`config.mk`:
```
export PLATFORM = sky130hd
export DESIGN_NAME = utf8_stream_decoder_unit_flat
export DESIGN_NICKNAME = d
export VERILOG_FILES = /design/src/design/u8sd_pkg.sv /design/src/design/u8sd_channels.sv /design/src/design/utf8_stream_decoder_unit.sv /design/src/flat_wrapper.sv
export VERILOG_INCLUDE_DIRS = /design/src /design/src/design
export SDC_FILE = /design/constraint.sdc
export NUM_CORES = 1
export LEC_CHECK = 0
export BUFFER_PORTS_ARGS = -buffer_cell sky130_fd_sc_hd__buf_2
export CORE_ASPECT_RATIO = 1.75
export CORE_MARGIN = 1
export CORE_UTILIZATION = 45
export DETAILED_ROUTE_END_ITERATION = 8
export PLACE_DENSITY = 0.63
export RECOVER_POWER = 25
export SLEW_MARGIN = 20
export SYNTH_ARGS = -nofsm -noshare
export SYNTH_HDL_FRONTEND = slang
export SYNTH_SLANG_ARGS = --single-unit
export TNS_END_PERCENT = 10
```
`constraint.sdc`:
```
create_clock -name clock -period 7.01 [get_ports clock]
set_input_delay 0.3505 -clock clock [delete_from_list [all_inputs] [get_ports clock]]
set_output_delay 0.3505 -clock clock [all_outputs]
set_load 0.02 [all_outputs]
```
`src/design/utf8_stream_decoder_unit_defines.svh`:
```
// Assertion macros shared by the UTF-8 stream decoder RTL.
// Depends on nothing; included by the files that carry assertions.
`ifndef UTF8_STREAM_DECODER_UNIT_DEFINES_SVH
`define UTF8_STREAM_DECODER_UNIT_DEFINES_SVH

// Checked only outside reset.
`define U8SD_ASSERT(lbl, clk, rst, prop, msg) \
   lbl: assert property (@(posedge clk) disable iff (rst) prop) else $error(msg);

// Checked at every edge, reset included.
`define U8SD_ASSERT_ALWAYS(lbl, clk, prop, msg) \
   lbl: assert property (@(posedge clk) prop) else $error(msg);

`endif

```
`src/design/u8sd_pkg.sv`:
```
// Types, constants and decode functions of the UTF-8 stream decoder.
// Used by the top level and by the testbench; depends on nothing.
package u8sd_pkg;

   localparam int unsigned BufDepth = 4;

   localparam logic [20:0] QMark     = 21'h00003F;
   localparam logic [20:0] MinTwo    = 21'h000080;
   localparam logic [20:0] MinThree  = 21'h000800;
   localparam logic [20:0] MinFour   = 21'h010000;

   typedef logic [BufDepth-1:0][7:0] byte_buf_type;

   // Outcome of looking at the head of the byte buffer.
   typedef struct packed {
      logic        brk;    // head sequence is still open, nothing to emit
      logic [20:0] cp;
      logic [2:0]  cnt;
      logic        rep;
      logic [2:0]  take;   // bytes removed from the head
   } head_result_type;

   function automatic logic [2:0] lead_len(input logic [7:0] b);
      logic [2:0] n;
      n = 3'd0;
      if (b[7] == 1'b0)            n = 3'd1;
      else if (b[7:5] == 3'b110)   n = 3'd2;
      else if (b[7:4] == 4'b1110)  n = 3'd3;
      else if (b[7:3] == 5'b11110) n = 3'd4;
      return n;
   endfunction

   function automatic logic is_cont(input logic [7:0] b);
      return b[7:6] == 2'b10;
   endfunction

   function automatic head_result_type decode_head(input byte_buf_type bb,
                                                   input logic [2:0]   len,
                                                   input logic         eot);
      head_result_type r;
      logic [2:0]  need;
      logic        bad;
      logic [20:0] cp;
      logic [20:0] minv;
      need   = lead_len(bb[0]);
      r.brk  = 1'b0;
      r.cp   = QMark;
      r.cnt  = 3'd1;
      r.rep  = 1'b1;
      r.take = 3'd1;
      bad = (need >= 3'd2 && len >= 3'd2 && !is_cont(bb[1]))
         || (need >= 3'd3 && len >= 3'd3 && !is_cont(bb[2]))
         || (need == 3'd4 && len == 3'd4 && !is_cont(bb[3]));
      unique case (need)
         3'd2: begin
            cp   = {10'd0, bb[0][4:0], bb[1][5:0]};
            minv = MinTwo;
         end
         3'd3: begin
            cp   = {5'd0, bb[0][3:0], bb[1][5:0], bb[2][5:0]};
            minv = MinThree;
         end
         3'd4: begin
            cp   = {bb[0][2:0], bb[1][5:0], bb[2][5:0], bb[3][5:0]};
            minv = MinFour;
         end
         default: begin
            cp   = {13'd0, bb[0]};
            minv = 21'd0;
         end
      endcase
      if (need == 3'd1) begin
         r.cp  = cp;
         r.rep = 1'b0;
      end else if (need != 3'd0 && !bad) begin
         if (len < need) begin
            r.brk = !eot;
         end else if (cp >= minv) begin
            r.cp   = cp;
            r.cnt  = need;
            r.rep  = 1'b0;
            r.take = need;
         end
      end
      return r;
   endfunction

   // Drops take bytes from the head of the buffer.
   function automatic byte_buf_type shift_buf(input byte_buf_type bb,
                                              input logic [2:0]   take);
      byte_buf_type o;
      logic [2:0]   idx;
      for (int i = 0; i < BufDepth; i++) begin
         idx = 3'(i) + take;
         o[i] = (idx < 3'(BufDepth)) ? bb[idx[1:0]] : 8'd0;
      end
      return o;
   endfunction

endpackage

```
`src/design/u8sd_channels.sv`:
```
// Valid/ready channel interfaces of the UTF-8 stream decoder.
// Depends on nothing but plain logic types.
interface u8sd_req_if;
   logic       valid;
   logic       ready;
   logic [7:0] data_byte;
   logic       end_of_text;
   modport source (output valid, data_byte, end_of_text, input ready);
   modport sink   (input valid, data_byte, end_of_text, output ready);
endinterface

interface u8sd_rsp_if;
   logic        valid;
   logic        ready;
   logic [20:0] code_point;
   logic [2:0]  consumed_bytes;
   logic        replaced;
   logic        last;
   modport source (output valid, code_point, consumed_bytes, replaced, last,
                   input ready);
   modport sink   (input valid, code_point, consumed_bytes, replaced, last,
                   output ready);
endinterface

```
`src/design/utf8_stream_decoder_unit.sv`:
```
// UTF-8 stream decoder, top level.
// Depends on u8sd_pkg, the channel interfaces and the assertion macro header.
//
// Usage: raw text bytes enter on the req channel, one byte per transfer, with
// end_of_text set on the final byte of a text. Decoded code points leave on
// the rsp channel, each with the number of bytes it stands for. Invalid lead
// bytes, broken or overlong sequences and sequences cut off by end_of_text
// come out as '?' with replaced set, and the bytes behind them are decoded
// again. The last result caused by one input byte carries last.
// Timing: an accepted byte is registered in the working buffer, and its first
// result is registered in the output register from there. The head decoder
// produces the results one by one, so a byte that causes several results
// holds the req side off until its last result is produced; plain text runs
// at one byte per cycle while the output does not stall. A byte that only
// extends an open sequence produces no transfer and needs no output slot.
// Stalls: while the receiver holds rsp ready low, the result waits in the
// output register and the req side stalls once the buffer has work for it.
// Reset clears the open sequence and drops any result not yet transferred.
`include "utf8_stream_decoder_unit_defines.svh"

module utf8_stream_decoder_unit (
   input logic               clock,
   input logic               reset,
   u8sd_req_if.sink          req_if,
   u8sd_rsp_if.source        rsp_if
);

   // Working buffer: held bytes of an open sequence plus the newest byte.
   u8sd_pkg::byte_buf_type buf_ff, buf_in;
   logic [2:0]             len_ff, len_in;
   logic                   end_ff, end_in;
   logic                   active_ff, active_in;

   // Output register.
   logic                   rsp_valid_ff, rsp_valid_in;
   logic [20:0]            cp_ff, cp_in;
   logic [2:0]             cnt_ff, cnt_in;
   logic                   rep_ff, rep_in;
   logic                   last_ff, last_in;

   u8sd_pkg::head_result_type step, nxt;
   u8sd_pkg::byte_buf_type    rem_buf, base_buf;
   logic [2:0]                take_eff, rem_len, base_len;
   logic                      finish, step_go, emit, req_ready, accept;

   // Decode the head of the buffer, then look one step ahead on what remains
   // to know whether this result is the last one for the current byte.
   always_comb begin
      step     = u8sd_pkg::decode_head(buf_ff, len_ff, end_ff);
      take_eff = step.brk ? 3'd0 : step.take;
      rem_buf  = u8sd_pkg::shift_buf(buf_ff, take_eff);
      rem_len  = len_ff - take_eff;
      nxt      = u8sd_pkg::decode_head(rem_buf, rem_len, end_ff);
      finish   = step.brk || (rem_len == 3'd0) || nxt.brk;
      // An open sequence needs no output slot, a result does.
      step_go  = active_ff && (step.brk || !rsp_valid_ff || rsp_if.ready);
      emit     = step_go && !step.brk;
      req_ready = !active_ff || (step_go && finish);
      accept   = req_if.valid && req_ready;
      base_buf = active_ff ? rem_buf : buf_ff;
      base_len = active_ff ? rem_len : len_ff;
   end

   assign req_if.ready = req_ready;

   always_comb begin
      buf_in    = buf_ff;
      len_in    = len_ff;
      end_in    = end_ff;
      active_in = active_ff;
      if (accept) begin
         // What remains never exceeds three bytes, so the new byte fits.
         buf_in                = base_buf;
         buf_in[base_len[1:0]] = req_if.data_byte;
         len_in                = base_len + 3'd1;
         end_in                = req_if.end_of_text;
         active_in             = 1'b1;
      end else if (step_go) begin
         buf_in    = rem_buf;
         len_in    = rem_len;
         active_in = !finish;
      end
   end

   always_comb begin
      rsp_valid_in = rsp_valid_ff;
      cp_in        = cp_ff;
      cnt_in       = cnt_ff;
      rep_in       = rep_ff;
      last_in      = last_ff;
      if (emit) begin
         rsp_valid_in = 1'b1;
         cp_in        = step.cp;
         cnt_in       = step.cnt;
         rep_in       = step.rep;
         last_in      = finish;
      end else if (rsp_if.ready) begin
         rsp_valid_in = 1'b0;
      end
   end

   always_ff @(posedge clock) begin
      if (reset) begin
         len_ff       <= 3'd0;
         end_ff       <= 1'b0;
         active_ff    <= 1'b0;
         rsp_valid_ff <= 1'b0;
      end else begin
         len_ff       <= len_in;
         end_ff       <= end_in;
         active_ff    <= active_in;
         rsp_valid_ff <= rsp_valid_in;
      end
   end

   always_ff @(posedge clock) begin
      buf_ff  <= buf_in;
      cp_ff   <= cp_in;
      cnt_ff  <= cnt_in;
      rep_ff  <= rep_in;
      last_ff <= last_in;
   end

   assign rsp_if.valid          = rsp_valid_ff;
   assign rsp_if.code_point     = cp_ff;
   assign rsp_if.consumed_bytes = cnt_ff;
   assign rsp_if.replaced       = rep_ff;
   assign rsp_if.last           = last_ff;

   // Reset empties both the working buffer and the output register.
   `U8SD_ASSERT_ALWAYS(a_reset_clears, clock,
      reset |=> (!active_ff && !rsp_valid_ff), "reset did not clear the decoder")
   // A byte under work always leaves something in the buffer.
   `U8SD_ASSERT(a_active_has_bytes, clock, reset,
      active_ff |-> (len_ff != 3'd0 && len_ff <= 3'd4), "active buffer with bad length")
   // Between bytes at most three bytes of an open sequence are held.
   `U8SD_ASSERT(a_pending_bound, clock, reset,
      !active_ff |-> (len_ff <= 3'd3), "too many held bytes")
   // Finishing a final byte leaves nothing held.
   `U8SD_ASSERT(a_flush_at_end, clock, reset,
      (step_go && finish && end_ff && !accept) |=> (len_ff == 3'd0),
      "bytes held after end of text")
   // A replacement always stands for one byte and reads as a question mark.
   `U8SD_ASSERT(a_replace_form, clock, reset,
      (rsp_valid_ff && rep_ff) |-> (cp_ff == u8sd_pkg::QMark && cnt_ff == 3'd1),
      "malformed replacement result")

endmodule

```
`src/flat_wrapper.sv`:
```
// flat-port wrapper written by rule: the top's interface ports become plain ports
module utf8_stream_decoder_unit_flat 
  (clock, reset, req_if_valid, req_if_data_byte, req_if_end_of_text, req_if_ready, rsp_if_valid, rsp_if_code_point, rsp_if_consumed_bytes, rsp_if_replaced, rsp_if_last, rsp_if_ready);
  u8sd_req_if req_if_i ();
  u8sd_rsp_if rsp_if_i ();
  input logic clock;
  input logic reset;
  input wire logic [$bits(req_if_i.valid)-1:0] req_if_valid;
  input wire logic [$bits(req_if_i.data_byte)-1:0] req_if_data_byte;
  input wire logic [$bits(req_if_i.end_of_text)-1:0] req_if_end_of_text;
  output wire logic [$bits(req_if_i.ready)-1:0] req_if_ready;
  output wire logic [$bits(rsp_if_i.valid)-1:0] rsp_if_valid;
  output wire logic [$bits(rsp_if_i.code_point)-1:0] rsp_if_code_point;
  output wire logic [$bits(rsp_if_i.consumed_bytes)-1:0] rsp_if_consumed_bytes;
  output wire logic [$bits(rsp_if_i.replaced)-1:0] rsp_if_replaced;
  output wire logic [$bits(rsp_if_i.last)-1:0] rsp_if_last;
  input wire logic [$bits(rsp_if_i.ready)-1:0] rsp_if_ready;
  assign req_if_i.valid = req_if_valid;
  assign req_if_i.data_byte = req_if_data_byte;
  assign req_if_i.end_of_text = req_if_end_of_text;
  assign req_if_ready = req_if_i.ready;
  assign rsp_if_valid = rsp_if_i.valid;
  assign rsp_if_code_point = rsp_if_i.code_point;
  assign rsp_if_consumed_bytes = rsp_if_i.consumed_bytes;
  assign rsp_if_replaced = rsp_if_i.replaced;
  assign rsp_if_last = rsp_if_i.last;
  assign rsp_if_i.ready = rsp_if_ready;
  utf8_stream_decoder_unit u_core (.clock(clock), .reset(reset), .req_if(req_if_i), .rsp_if(rsp_if_i));
endmodule
```
[After elaboration in Yosys (flattened, before gate mapping)]
Index checks and enable logic that the tools add are counted.
Storage, ports and cells
  latch bits: 0
  logic and storage cells: 160
  memory bits (writable): 0
  memories: 0
  ROM bits: 0
  bits of input ports: 13
  output and inout port bits: 28
  flip-flop bits (word level): 64
Cells by class
  multiply operators: 0
  shift-type cells: 0
  order comparisons: 22
  muxes and demuxes: 50
  reduce and logical (&&, ||, !) cells: 47
  bitwise logic cells: 2
  divide/modulo/power cells: 0
  add/sub/neg operators: 5
  eq/ne operators: 22
Operators by type and width (count)
  $pmux 21 s3: 2
  $mux 28: 4
  $pmux 17 s3: 2
  $mux 32: 3
  $mux 8: 9
  $bmux 8 s2: 4
  $mux 29: 2
  $ge 21x17->1: 2
  $mux 3: 13
  $bwmux 32: 1
  $ge 3x2->1 const B: 8
  $mux 21: 1
  $logic_and 1x1->1: 19
  $eq 3x3->1 const B: 6
  $demux 8 s2: 1
  $lt 2x3->1 const B: 5
  $logic_not 1->1: 13
  $eq 2x2->1 const B: 6
  $eq 3x2->1 const B: 4
  $lt 3x3->1 const B: 4
  $eq 5x5->1 const B: 2
  $logic_or 1x1->1: 9
  $eq 4x4->1 const B: 2
  $mux 1: 8
  other kinds (12): 18

[Logic depth before layout (Yosys ltp)]
  word-level depth: 37
  gate-level depth with buffers: 28

[Worst setup path before layout]
No wires, ideal clock.
  path type: reg2out
  from: register u_core.buf_ff[3] in the netlist's numbering
  to: output port req_if_ready
  path slack: 0.812 ns
  data required time: 6.659 ns
  stages on the path, launching flop included: 26
  arrival: 5.847 ns
  buffers on the path: 2
  cell sequence: edfxtp_1 > nand3b_2 > nor2_4 > clkbuf_1 > inv_1 > ha_1 > o21ai_0 > a21oi_1 > a211o_1 > nor3_4 > a21oi_4 > inv_2 > buf_1 > ha_1 > inv_1 > fa_1 > xnor2_1 > xnor2_1 > ha_1 > a211oi_1 > nand2_1 > a21oi_1 > o211ai_1 > a2111oi_4 > nor2_1 > o21ai_0
On the way
  cells in the longest elaborated chain, start to end: 35
RTL lines
  from (decl): RTL line utf8_stream_decoder_unit.sv:29  | u8sd_pkg::byte_buf_type buf_ff, buf_in;
  from (signal assigned): RTL line utf8_stream_decoder_unit.sv:117  | buf_ff <= buf_in;
  branches (longest 33 deep; another with $ge 21x17->1)
  $logic_and 1x1->1 (*): RTL line utf8_stream_decoder_unit.sv:58  | req_ready = !active_ff || (step_go && finish);
  $logic_or 1x1->1 (*): RTL line utf8_stream_decoder_unit.sv:58
  to (decl): RTL line flat_wrapper.sv:11  | output wire logic [$bits(req_if_i.ready)-1:0] req_if_ready;
Every way passes the cells marked *. The select of a mux whose other input is x is not followed.

[Final worst setup path]
  from: register u_core.buf_ff[4] in the netlist's numbering
  to: output port req_if_ready
The elaborated chain is that of the path after synthesis.

==> results.cfg <==
[timing]
worstMarginPinSlew_ns = 0.990
max_clock_freq_mhz = 155
fin_crit_sh_pct = 92.2
timing.final.hold_violations = 0
setup_repair_after_global_routing_missed_its_margin = no
slew_headroom_pct = 33.9
tns_ns = 0
timing.final.crit_period_ns = 6.47
finalSetupViolCount = 0
clock-skew-final_ns = 0.00990
maxSlewViolCount = 0

[cells_and_area]
drive_gt1_share_pct = 15.2
num_antenna_cells = 0
fin_nets = 574
finalCoreUtilization_pct = 51.3
area_growth_pct = 11.3

[yosys]
number_of_unique_standard_cell_types_used_by_synthesis = 73
synth_compound_area_share_pct = 21.0
synth.area.mux_share_pct = 13.3
ys_dominant_reg_cell = sky130_fd_sc_hd__edfxtp_1
postSynthAreaPerCell_sq_um = 9.65
basic_gate_share_of_the_synthesized_area_counting_and_or_nand_and_nor_cells_pct = 17.0
postSynthRegisterBits = 64
synth.yosys.seq_area_share_pct = 37.8
syn-cell-area_sq_um = 4930
post_synth_xor_area_fraction_pct = 0.710
syn-num-nets = 539
asyncSetResetFlopFracSynth_pct = 0
synth_fa_ha_area_share_pct = 3.96
synth-edff-count = 58
largest_family_of_logic_cells_by_synthesized_area = compound AO/OA/AOI/OAI gates
yosysWarnings = 0
postSynthCellCount = 511

[die]
io-pin-count = 41
design.die.area_sq_um = 11400
core-area_sq_um = 10700
die_y_um = 140
num_rows = 50
dieWidth_um = 81.1
floorplan.initialDensity_pct = 46.1

[worst_setup_path]
timing.critical_path.from_type = flip-flop
worstReg2RegEnd = u_core.buf_ff[30]
worstPathMaxFanout = 14
worstRegToRegCells = 23
critPathKind = flip-flop to primary output
timing.critical_path.arrival_ns = 6.11
worst_r2r_startpoint = u_core.buf_ff[4]
critPathRequiredTime_ns = 6.66
rrSetupSlack_ns = 0.56
crit_path_end_kind = primary output

[cts]
cts_max_path_buffers = 2
cts_tree = built
cts_inserted_buffers = 9
cts.sinks = 64
cts_resized = 0
worst_setup_hold_path_clk_slew_ns = 0.06
postCtsSetupRepairBufs = 0
clkLatencyLatePin_ns = 0.34
cts-hold-fix-buffers = 0
clock_tree.htree_level_count = 3
clock-root-buffer = sky130_fd_sc_hd__clkbuf_16

[run]
maxCapViolations = 0

[power]
irDropWorstVdd_uv = 251
cellPowerDensity_nw_per_um2 = 494
power.leakage_nw = 2.17

[worst_hold_path]
hold-path-endpoint = u_core.active_ff
worst_hold_path.num_cells = 2
hold_class = primary input to flip-flop
holdCritStartpoint = reset

[placement]
dp_hpwl_mm = 11.1
gp_congestion = 0.944
port_buffers = 40

[global_route]
grt.busiest_layer = met2
wire_length_of_the_first_global_routing_pass_mm = 22.4
antenna_found_initial = 0
grt_start_max_net_pins = 27
globalRouteTotalUtil_pct = 26.9
overflow = 0
vias_in_the_first_global_route = 4071
grt.met3_usage_pct = 4.50
grt_use_met1_pct = 30.9
fraction_of_met2_tracks_used_by_global_routing_pct = 44.4

[routing]
vias_per_cell = 6.18
drt-pass1-iter-count = 5
initialDrtViolationCount = 306
wire_per_inst_um = 21.0
postRouteWirelength_mm = 14.3
drtAntennaViolNets = 0
route.vias.total = 4211
drcViolationCount = 0

[outcome]
run_status = completed
==> synth_stat cells (3+ instances only) <==
cell type	instances	area (sq um)
sky130_fd_sc_hd__a211o_1	4	35.0
sky130_fd_sc_hd__a211oi_1	5	37.5
sky130_fd_sc_hd__a21oi_1	37	185
sky130_fd_sc_hd__a22o_1	3	26.3
sky130_fd_sc_hd__a22oi_1	7	52.6
sky130_fd_sc_hd__a31oi_1	3	18.8
sky130_fd_sc_hd__and2_1	6	37.5
sky130_fd_sc_hd__and3_1	6	37.5
sky130_fd_sc_hd__and3b_1	3	26.3
sky130_fd_sc_hd__buf_1	3	11.3
sky130_fd_sc_hd__buf_2	9	45.0
sky130_fd_sc_hd__buf_4	4	30.0
sky130_fd_sc_hd__buf_6	5	56.3
sky130_fd_sc_hd__clkbuf_1	11	41.3
sky130_fd_sc_hd__dfxtp_1	6	120
sky130_fd_sc_hd__edfxtp_1	58	1740
sky130_fd_sc_hd__ha_1	14	175
sky130_fd_sc_hd__inv_1	29	109
sky130_fd_sc_hd__inv_2	4	15.0
sky130_fd_sc_hd__mux2_2	5	56.3
sky130_fd_sc_hd__mux2i_1	36	360
sky130_fd_sc_hd__mux4_2	10	225
sky130_fd_sc_hd__nand2_1	43	161
sky130_fd_sc_hd__nand2b_1	9	56.3
sky130_fd_sc_hd__nand3_1	6	30.0
sky130_fd_sc_hd__nand3b_1	3	22.5
sky130_fd_sc_hd__nor2_1	41	154
sky130_fd_sc_hd__nor2b_1	7	43.8
sky130_fd_sc_hd__nor3_1	7	35.0
sky130_fd_sc_hd__nor3b_1	4	30.0
sky130_fd_sc_hd__o211ai_1	5	37.5
sky130_fd_sc_hd__o21ai_0	36	180
sky130_fd_sc_hd__o21ai_1	8	40.0
sky130_fd_sc_hd__o21ai_2	3	26.3
sky130_fd_sc_hd__o221ai_1	3	26.3
sky130_fd_sc_hd__o22ai_1	11	68.8
sky130_fd_sc_hd__or2_1	6	37.5
sky130_fd_sc_hd__or3_1	4	25.0
sky130_fd_sc_hd__xnor2_1	4	35.0
==> routing by layer <==
| metal | vias up | routed length (um) |
|---|---|---|
| met3 | 51 | 681 |
| met5 | - | 0 |
| li1 | 1975 | - |
| met2 | 160 | 7350 |
| met4 | 0 | 890 |
| met1 | 2025 | 5380 |
==> power breakdown <==
part / switching [mW] / internal (mW)
Sequential: 0.182 / 0.601
Clock: 0.175 / 0.275
Combinational: 0.904 / 0.575
Total: 1.26 / 1.45
==> area by class of cell <==
type	count	area, sq um
Multi-Input combinational cell	382	2760
Tap cell	130	163
Clock inverter	7	71.3
Sequential cell	64	1860
Inverter	33	124
Fill cell	1026	5210
Timing Repair Buffer	56	283
Clock buffer	9	225
==> worst max-delay path, cell delays in order, from the launching register on <==
cell,delay [ns]
sky130_fd_sc_hd__edfxtp_1,0.55
sky130_fd_sc_hd__buf_4,0.27
sky130_fd_sc_hd__nand3b_2,0.18
sky130_fd_sc_hd__nor2_4,0.29
sky130_fd_sc_hd__a222oi_1,0.12
sky130_fd_sc_hd__a21boi_0,0.18
sky130_fd_sc_hd__ha_1,0.22
sky130_fd_sc_hd__nor2b_1,0.13
sky130_fd_sc_hd__a221oi_2,0.44
sky130_fd_sc_hd__or2_1,0.24
sky130_fd_sc_hd__o21ai_2,0.11
sky130_fd_sc_hd__or2_1,0.26
sky130_fd_sc_hd__fa_1,0.45
sky130_fd_sc_hd__xnor2_1,0.34
sky130_fd_sc_hd__xnor2_1,0.15
sky130_fd_sc_hd__ha_1,0.33
sky130_fd_sc_hd__a211oi_1,0.24
sky130_fd_sc_hd__nand2_1,0.08
sky130_fd_sc_hd__a21oi_1,0.13
sky130_fd_sc_hd__o211ai_1,0.15
sky130_fd_sc_hd__a2111oi_4,0.37
sky130_fd_sc_hd__nor2_1,0.11
sky130_fd_sc_hd__o21ai_0,0.22
sky130_fd_sc_hd__buf_2,0.21
==> cells in the final DEF (no fill, tap or decap), drive strengths merged, types with 14 or more instances in the layout <==
master / netlist / layout
a21oi: 38 / 38
buf: 21 / 28
clkbuf: 11 / 37
edfxtp: 58 / 58
ha: 14 / 14
inv: 33 / 34
mux2i: 36 / 36
nand2: 44 / 44
nor2: 43 / 43
o21ai: 47 / 47
==> flip-flops by register name (all words and copies together) (netlist names) <==
name / cells
u_core.active_ff: 1
u_core.buf_ff: 32
u_core.end_ff: 1
u_core.len_ff: 3
u_core.rsp_if.code_point: 21
u_core.rsp_if.consumed_bytes: 3
u_core.rsp_if.last: 1
u_core.rsp_if.replaced: 1
u_core.rsp_if.valid: 1
==> cell families (layout without fill, tap and decap cells) <==
kind of cell	Yosys count	count (layout)
simple gates	159	159
compound gates	152	152
buf+inv	65	105
flops	64	64
mux	52	52
fa+ha+maj	15	15
xor+xnor	4	4
==> metrics by stage <==
stage | std cells | total power [mW] | setup slack, ns | hold slack [ns] | cell area [sq um]
6_report | 681 | 2.71 | 0.545 | 0.269 | 5490
3_5_place_dp | 665 | 2.25 | 0.599 | 0.536 | 5230
4_1_cts | 681 | 2.71 | 0.550 | 0.262 | 5530
2_1_floorplan | 511 | 1.83 | 0.812 | 0.420 | 4930
5_1_grt | 681 | 2.89 | 0.0642 | 0.287 | 5490
3_3_place_gp | 665 | 2.22 | 0.764 | 0.510 | 5230
==> how the worst max path moves through the flow <==
stage                startpoint                end  cells after the start
2_1_floorplan  u_core.buf_ff[3]       req_if_ready                     25
3_3_place_gp   u_core.buf_ff[4]  u_core.buf_ff[11]                     23
3_5_place_dp   u_core.buf_ff[4]  u_core.buf_ff[30]                     23
4_1_cts        u_core.buf_ff[4]       req_if_ready                     23
5_1_grt        u_core.buf_ff[4]  u_core.buf_ff[30]                     23
6_report       u_core.buf_ff[4]       req_if_ready                     23
(Power assumes the default switching activity.)
